<file path="src/rtl/klv_pkg.sv">
// shared constants and types for the klv stream parser
package klv_pkg;

	// number of leading key bytes compared against the reference keys
	localparam int KEY_MATCH_BYTES = 14;
	localparam int KEY_TABLE_DEPTH = 16;
	localparam int KEY_IDX_W       = $clog2(KEY_TABLE_DEPTH);

	// byte role codes
	localparam logic [2:0] ROLE_OID     = 3'd0;
	localparam logic [2:0] ROLE_KEYLEN  = 3'd1;
	localparam logic [2:0] ROLE_KEY     = 3'd2;
	localparam logic [2:0] ROLE_MARKER  = 3'd3;
	localparam logic [2:0] ROLE_LENBYTE = 3'd4;
	localparam logic [2:0] ROLE_VALUE   = 3'd5;

	// key class codes
	localparam logic [1:0] CLASS_UNKNOWN = 2'd0;
	localparam logic [1:0] CLASS_FRAME   = 2'd1;
	localparam logic [1:0] CLASS_FOOTER  = 2'd2;

	// ber long-form marker bit
	localparam logic [7:0] BER_LONG_MARK = 8'h80;

	// reference keys, zero padded to the table depth
	localparam logic [7:0] FRAME_KEY [KEY_TABLE_DEPTH] = '{
		8'h2B, 8'h34, 8'h01, 8'h02, 8'h01, 8'h05, 8'h0E, 8'h09,
		8'h06, 8'h01, 8'h00, 8'h00, 8'h00, 8'h01, 8'h00, 8'h00
	};
	localparam logic [7:0] FOOTER_KEY [KEY_TABLE_DEPTH] = '{
		8'h2B, 8'h34, 8'h02, 8'h05, 8'h01, 8'h01, 8'h0D, 8'h01,
		8'h02, 8'h01, 8'h01, 8'h11, 8'h01, 8'h00, 8'h00, 8'h00
	};

	// parser phase, one-hot
	typedef enum logic [5:0] {
		PH_OID     = 6'b000001,
		PH_KEYLEN  = 6'b000010,
		PH_KEY     = 6'b000100,
		PH_MARKER  = 6'b001000,
		PH_LENBYTE = 6'b010000,
		PH_VALUE   = 6'b100000
	} phase_t;

endpackage

</file>
<file path="src/rtl/klv_stream_parser.sv">
// klv stream parser: byte-wise record parsing with ber length decoding
//
// Takes one byte of a KLV stream per beat and returns one result beat per
// input byte: the byte itself, its role in the record (object id, key
// length, key, length marker, length byte, value), the key class, the
// decoded value length, the record's object id and an end-of-record mark.
// A new byte is accepted every cycle while the result side keeps up; the
// result of a byte appears in the cycle after it is accepted, from the output
// register. While a result waits for out_ready the input is held off, and
// the next byte is taken in the same cycle that the waiting result leaves.
// The parse state lives in a handful of registers updated once per accepted
// byte. Key bytes are matched on the fly against the object frame and footer
// keys over the first 14 bytes; long-form lengths are accumulated
// big-endian modulo 2^32.
module klv_stream_parser
	import klv_pkg::*;
(
	input  logic        clk,
	input  logic        arst_n,
	input  logic        in_valid,
	output logic        in_ready,
	input  logic [7:0]  in_byte,
	output logic        out_valid,
	input  logic        out_ready,
	output logic [7:0]  data_byte,
	output logic [2:0]  byte_role,
	output logic [1:0]  key_class,
	output logic [31:0] value_length,
	output logic [7:0]  object_id,
	output logic        record_end
);

	// parse state
	phase_t      phase_q, phase_n;
	logic [7:0]  oid_q, oid_n;
	logic [7:0]  key_left_q, key_left_n;
	logic [7:0]  key_pos_q, key_pos_n;
	logic [1:0]  match_q, match_n;
	logic [6:0]  len_left_q, len_left_n;
	logic [31:0] len_acc_q, len_acc_n;
	logic [31:0] val_left_q, val_left_n;

	// result register
	logic        out_valid_q;
	logic [7:0]  data_q;
	logic [2:0]  role_q, role_n;
	logic [1:0]  class_q, class_n;
	logic [31:0] vlen_q, vlen_n;
	logic [7:0]  oid_out_q;
	logic        end_q, end_n;

	logic                 accept;
	logic                 in_match_window;
	logic [KEY_IDX_W-1:0] key_idx;
	logic [1:0]           cur_class;
	logic [31:0]          acc_shift;

	assign in_ready = !out_valid_q || out_ready;
	assign accept   = in_valid && in_ready;

	// key class from the match flags
	assign in_match_window = key_pos_q < 8'(KEY_MATCH_BYTES);
	assign key_idx         = key_pos_q[KEY_IDX_W-1:0];
	always_comb begin
		priority if (in_match_window) begin
			cur_class = CLASS_UNKNOWN;
		end else if (match_q[1]) begin
			cur_class = CLASS_FOOTER;
		end else if (match_q[0]) begin
			cur_class = CLASS_FRAME;
		end else begin
			cur_class = CLASS_UNKNOWN;
		end
	end

	assign acc_shift = {len_acc_q[23:0], in_byte};

	// next state and result for the byte at the input
	always_comb begin
		phase_n    = phase_q;
		oid_n      = oid_q;
		key_left_n = key_left_q;
		key_pos_n  = key_pos_q;
		match_n    = match_q;
		len_left_n = len_left_q;
		len_acc_n  = len_acc_q;
		val_left_n = val_left_q;
		role_n     = ROLE_VALUE;
		class_n    = CLASS_UNKNOWN;
		vlen_n     = '0;
		end_n      = 1'b0;
		unique case (phase_q)
			PH_OID: begin
				role_n  = ROLE_OID;
				oid_n   = in_byte;
				phase_n = PH_KEYLEN;
			end
			PH_KEYLEN: begin
				role_n     = ROLE_KEYLEN;
				key_left_n = in_byte;
				key_pos_n  = '0;
				match_n    = 2'b11;
				phase_n    = (in_byte == 8'd0) ? PH_MARKER : PH_KEY;
			end
			PH_KEY: begin
				role_n = ROLE_KEY;
				if (in_match_window) begin
					if (in_byte != FRAME_KEY[key_idx]) begin
						match_n[0] = 1'b0;
					end
					if (in_byte != FOOTER_KEY[key_idx]) begin
						match_n[1] = 1'b0;
					end
				end
				if (key_pos_q != 8'hFF) begin
					key_pos_n = key_pos_q + 8'd1;
				end
				key_left_n = key_left_q - 8'd1;
				if (key_left_q == 8'd1) begin
					phase_n = PH_MARKER;
				end
			end
			PH_MARKER: begin
				role_n  = ROLE_MARKER;
				class_n = cur_class;
				if ((in_byte & BER_LONG_MARK) == 8'd0) begin
					// short form: length is the byte itself
					len_acc_n  = {24'd0, in_byte};
					val_left_n = {24'd0, in_byte};
					vlen_n     = {24'd0, in_byte};
					if (in_byte == 8'd0) begin
						end_n   = 1'b1;
						phase_n = PH_OID;
					end else begin
						phase_n = PH_VALUE;
					end
				end else begin
					// long form: low seven bits count the length bytes
					len_acc_n  = '0;
					len_left_n = in_byte[6:0];
					if (in_byte[6:0] == 7'd0) begin
						val_left_n = '0;
						end_n      = 1'b1;
						phase_n    = PH_OID;
					end else begin
						phase_n = PH_LENBYTE;
					end
				end
			end
			PH_LENBYTE: begin
				role_n     = ROLE_LENBYTE;
				class_n    = cur_class;
				len_acc_n  = acc_shift;
				len_left_n = len_left_q - 7'd1;
				if (len_left_q == 7'd1) begin
					vlen_n     = acc_shift;
					val_left_n = acc_shift;
					if (acc_shift == 32'd0) begin
						end_n   = 1'b1;
						phase_n = PH_OID;
					end else begin
						phase_n = PH_VALUE;
					end
				end
			end
			PH_VALUE: begin
				role_n  = ROLE_VALUE;
				class_n = cur_class;
				vlen_n  = len_acc_q;
				if (val_left_q != 32'd0) begin
					val_left_n = val_left_q - 32'd1;
				end
				if (val_left_q <= 32'd1) begin
					end_n   = 1'b1;
					phase_n = PH_OID;
				end
			end
			default: begin
				phase_n = PH_OID;
			end
		endcase
	end

	// parse state registers
	always_ff @(posedge clk or negedge arst_n) begin
		if (!arst_n) begin
			phase_q    <= PH_OID;
			oid_q      <= '0;
			key_left_q <= '0;
			key_pos_q  <= '0;
			match_q    <= 2'b11;
			len_left_q <= '0;
			len_acc_q  <= '0;
			val_left_q <= '0;
		end else if (accept) begin
			phase_q    <= phase_n;
			oid_q      <= oid_n;
			key_left_q <= key_left_n;
			key_pos_q  <= key_pos_n;
			match_q    <= match_n;
			len_left_q <= len_left_n;
			len_acc_q  <= len_acc_n;
			val_left_q <= val_left_n;
		end
	end

	// output valid
	always_ff @(posedge clk or negedge arst_n) begin
		if (!arst_n) begin
			out_valid_q <= 1'b0;
		end else if (in_ready) begin
			out_valid_q <= in_valid;
		end
	end

	// output payload
	always_ff @(posedge clk) begin
		if (accept) begin
			data_q    <= in_byte;
			role_q    <= role_n;
			class_q   <= class_n;
			vlen_q    <= vlen_n;
			oid_out_q <= oid_n;
			end_q     <= end_n;
		end
	end

	assign out_valid    = out_valid_q;
	assign data_byte    = data_q;
	assign byte_role    = role_q;
	assign key_class    = class_q;
	assign value_length = vlen_q;
	assign object_id    = oid_out_q;
	assign record_end   = end_q;

endmodule

</file>
<file path="config.mk">
export PLATFORM = sky130hd
export DESIGN_NAME = klv_stream_parser
export DESIGN_NICKNAME = d
export VERILOG_FILES = /design/src/rtl/klv_pkg.sv /design/src/rtl/klv_stream_parser.sv
export SDC_FILE = /design/constraint.sdc
export NUM_CORES = 1
export LEC_CHECK = 0
export BUFFER_PORTS_ARGS = -buffer_cell sky130_fd_sc_hd__buf_4
export CAP_MARGIN = 20
export CORE_UTILIZATION = 35
export DETAILED_ROUTE_END_ITERATION = 7
export PLACE_DENSITY = 0.6
export SLEW_MARGIN = 5
export SYNTH_ARGS = -nofsm -noshare
export SYNTH_HDL_FRONTEND = slang
export SYNTH_SLANG_ARGS = --single-unit
</file>
<file path="constraint.sdc">
create_clock -name clk -period 3.8 [get_ports clk]
set_input_delay 0.76 -clock clk [delete_from_list [all_inputs] [get_ports clk]]
set_output_delay 0.76 -clock clk [all_outputs]
set_load 0.02 [all_outputs]
</file>
==> results.cfg <==
[power]
powerDensity_mw_per_mm2 = 654
pwr-share-comb_pct = 27.8
p_seq_share_pct = 42.7
p_sw_share_pct = 35.0
ir_drop_mv = 0.343
finalPower_mw = 6.17
pwr-share-clk_pct = 29.4
p_int_mw = 4.01
power_leakage_nw = 3.85
p_sw_mw = 2.16

[grt]
grt_use_total_pct = 18.5
grt_pass1_wl_um = 34300
grt_remaining_overflow = 0
grt_pass1_vias = 6214
antenna_found_initial = 0
grt_max_degree = 60

[floorplanning]
io_pins = 68
die_h_um = 153
rows = 55
initial_core_util_pct = 35.6
dieArea_mm2 = 0.0235
core_area_mm2 = 0.0226
die_w_um = 153

[placed_design]
dp.cells = 1102
gp_congestion = 0.858
dp_hpwl_um = 14000
port_buffers = 67

[timing]
fmax_mhz = 350
finClkSkew_ps = 7.52
slew_headroom_pct = 37.9
final_max_slew_viol_count = 0
tightest_slew_ps = 930
period_share_pct = 75.2
fin_tns_setup_ps = 0
finalCriticalPeriod_ps = 2860
rsz0062_at_grt = no
hold_viol_final = 0
setup_viol = 0

[drt]
firstDrtPassIters = 5
vias_per_cell = 5.71
ant_nets = 0
wl_um = 21200
wl_per_cell_um = 18.7
drtIter0Drc = 514
vias = 6478
drc = 0

[final_layout]
drive_gt1_share_pct = 17.2
fin_nets = 861
stdcell_count = 1134
multi_input_area_mm2 = 0.00353
final_util_pct = 41.8
seqCellArea_mm2 = 0.00423
n_antenna_cell = 0
area_growth_pct = 17.6
fillers = 2179

[logic_synthesis]
synthTopCellsByCount = 101 x dfrtp_1, 77 x o21ai_0, 67 x a22o_1, 67 x nand2_1, 63 x nor2_1
ys.flop_type = dfrtp_1
ys_async_sr_fraction_pct = 65.8
synth_edf_count = 54
synth.ff_latch_count = 158
syn_area_per_cell_um2 = 10.3
yosysMostFrequentCell = dfrtp_1
synth_fp_nets = 808
yosysTopAreaCellShare_pct = 31.5
synth_warnings = 0
ys_seq_area_share_pct = 52.7
yosys.area.top_type = dfrtp_1
synthCells = 783
synth_cell_types = 66
synth.area.top_cells = dfrtp_1 31%, edfxtp_1 20%, a22o_1 7.3%
synthesis.area_mm2 = 0.00803

[clocking]
clk_latency_ps = 430
clock-sinks = 158
numCtsBuffers = 17
cts_resized = 0
cts_root_buf = clkbuf_16
tritoncts = built
cts_max_level = 4
clk_pin_slew_ps = 70
cts_setup_buffers = 0
cts_buffer_depth = 2
hold_buffers = 0

[critical_path]
worstSetupPathType = register to register
cp_data_required_time_ps = 4120
cp_max_fo = 13
endpoint_kind = register
cp-start-kind = register
cp.arrival_ps = 3180

[hold_path]
hold_path_class = primary input to asynchronous set/reset pin

[run_status]
status = finished, final reports clean

[run]
maxCapViolations = 0
[worst paths after layout]
path,start,end,slack [ps],cells past startpoint
min in group clk,oid_q[0]$_DFFE_PN0P_,oid_q[0]$_DFFE_PN0P_,470,2
setup reg to reg,phase_q[1]$_DFFE_PN0P_,val_left_q[4]$_DFFE_PN0P_,940,6
hold reg to reg,oid_q[0]$_DFFE_PN0P_,oid_q[0]$_DFFE_PN0P_,470,2
max in group asynchronous,arst_n,phase_q[0]$_DFFE_PN1P_,2600,2
setup / recovery,phase_q[1]$_DFFE_PN0P_,val_left_q[4]$_DFFE_PN0P_,940,6
hold / removal,arst_n,val_left_q[29]$_DFFE_PN0P_,420,1
[cell usage in the layout (no fill, tap or decap), drive strengths merged, types with 22 or more instances in the layout]
cell type,instances
nor3,24
a22o,67
edfxtp,54
a21oi,56
nand2,67
buf,84
nor4,22
dfrtp,101
nor2,63
o21ai,77
[through the flow]
stage               setup WS (ps)  cell area, um2  hold slack [ps]
floorplan                     836            8030              440
global placement              973            8820              452
detailed placement            948            8820              459
CTS                           998            9440              448
global route                  666            9440              485
finish                        943            9440              424
[worst max-delay path, cell delays in order, from the launching register on]
cell and delay, ps:
dfrtp_1 440, nor3_1 390, o311ai_1 310, a211o_1 390, a211oi_2 790, o21ai_0 210
a22o_1 230
[cell families (layout without fill, tap and decap cells)]
group / count (synthesis) / in the layout / share of synthesized area, %
compound gates: 261 / 261 / 21.7
simple gates: 252 / 252 / 16.4
flops: 158 / 158 / 52.7
mux: 16 / 16 / 2.20
xor+xnor: 15 / 15 / 1.64
fa+ha+maj: 13 / 13 / 2.03
buf+inv: 68 / 134 / 3.37
[final cells by class]
type                            count  share of cell area, %
Sequential cell                   158                   44.8
Timing Repair Buffer               84                   6.81
Clock buffer                       21                   4.77
Multi-Input combinational cell    557                   37.4
Inverter                           18                  0.716
Clock inverter                     11                   1.78
Tap cell                          285                   3.78
[power by group through the flow]
stage / combinational (mW) / clock [mW] / sequential (mW)
6_report: 1.72 / 1.82 / 2.64
5_1_grt: 1.93 / 1.91 / 2.70
4_1_cts: 1.72 / 1.85 / 2.63
3_5_place_dp: 1.71 / 0 / 2.66
3_3_place_gp: 1.71 / 0 / 2.66
2_1_floorplan: 1.22 / 0 / 2.57
[flip-flops by register name, indices dropped and copies added (netlist names)]
name	cells
oid_q	8
len_acc_q	32
match_q	2
data_byte	8
object_id	8
key_pos_q	8
phase_q	6
value_length	32
byte_role	3
out_valid	1
key_class	2
record_end	1
len_left_q	7
val_left_q	32
key_left_q	8
[per-layer routing]
layer	wire length (um)	GRT usage (%)
met5	0	0
met3	871	3.23
met2	10400	30.8
met1	9680	24.6
met4	258	5.81
(Power assumes the default switching activity.)
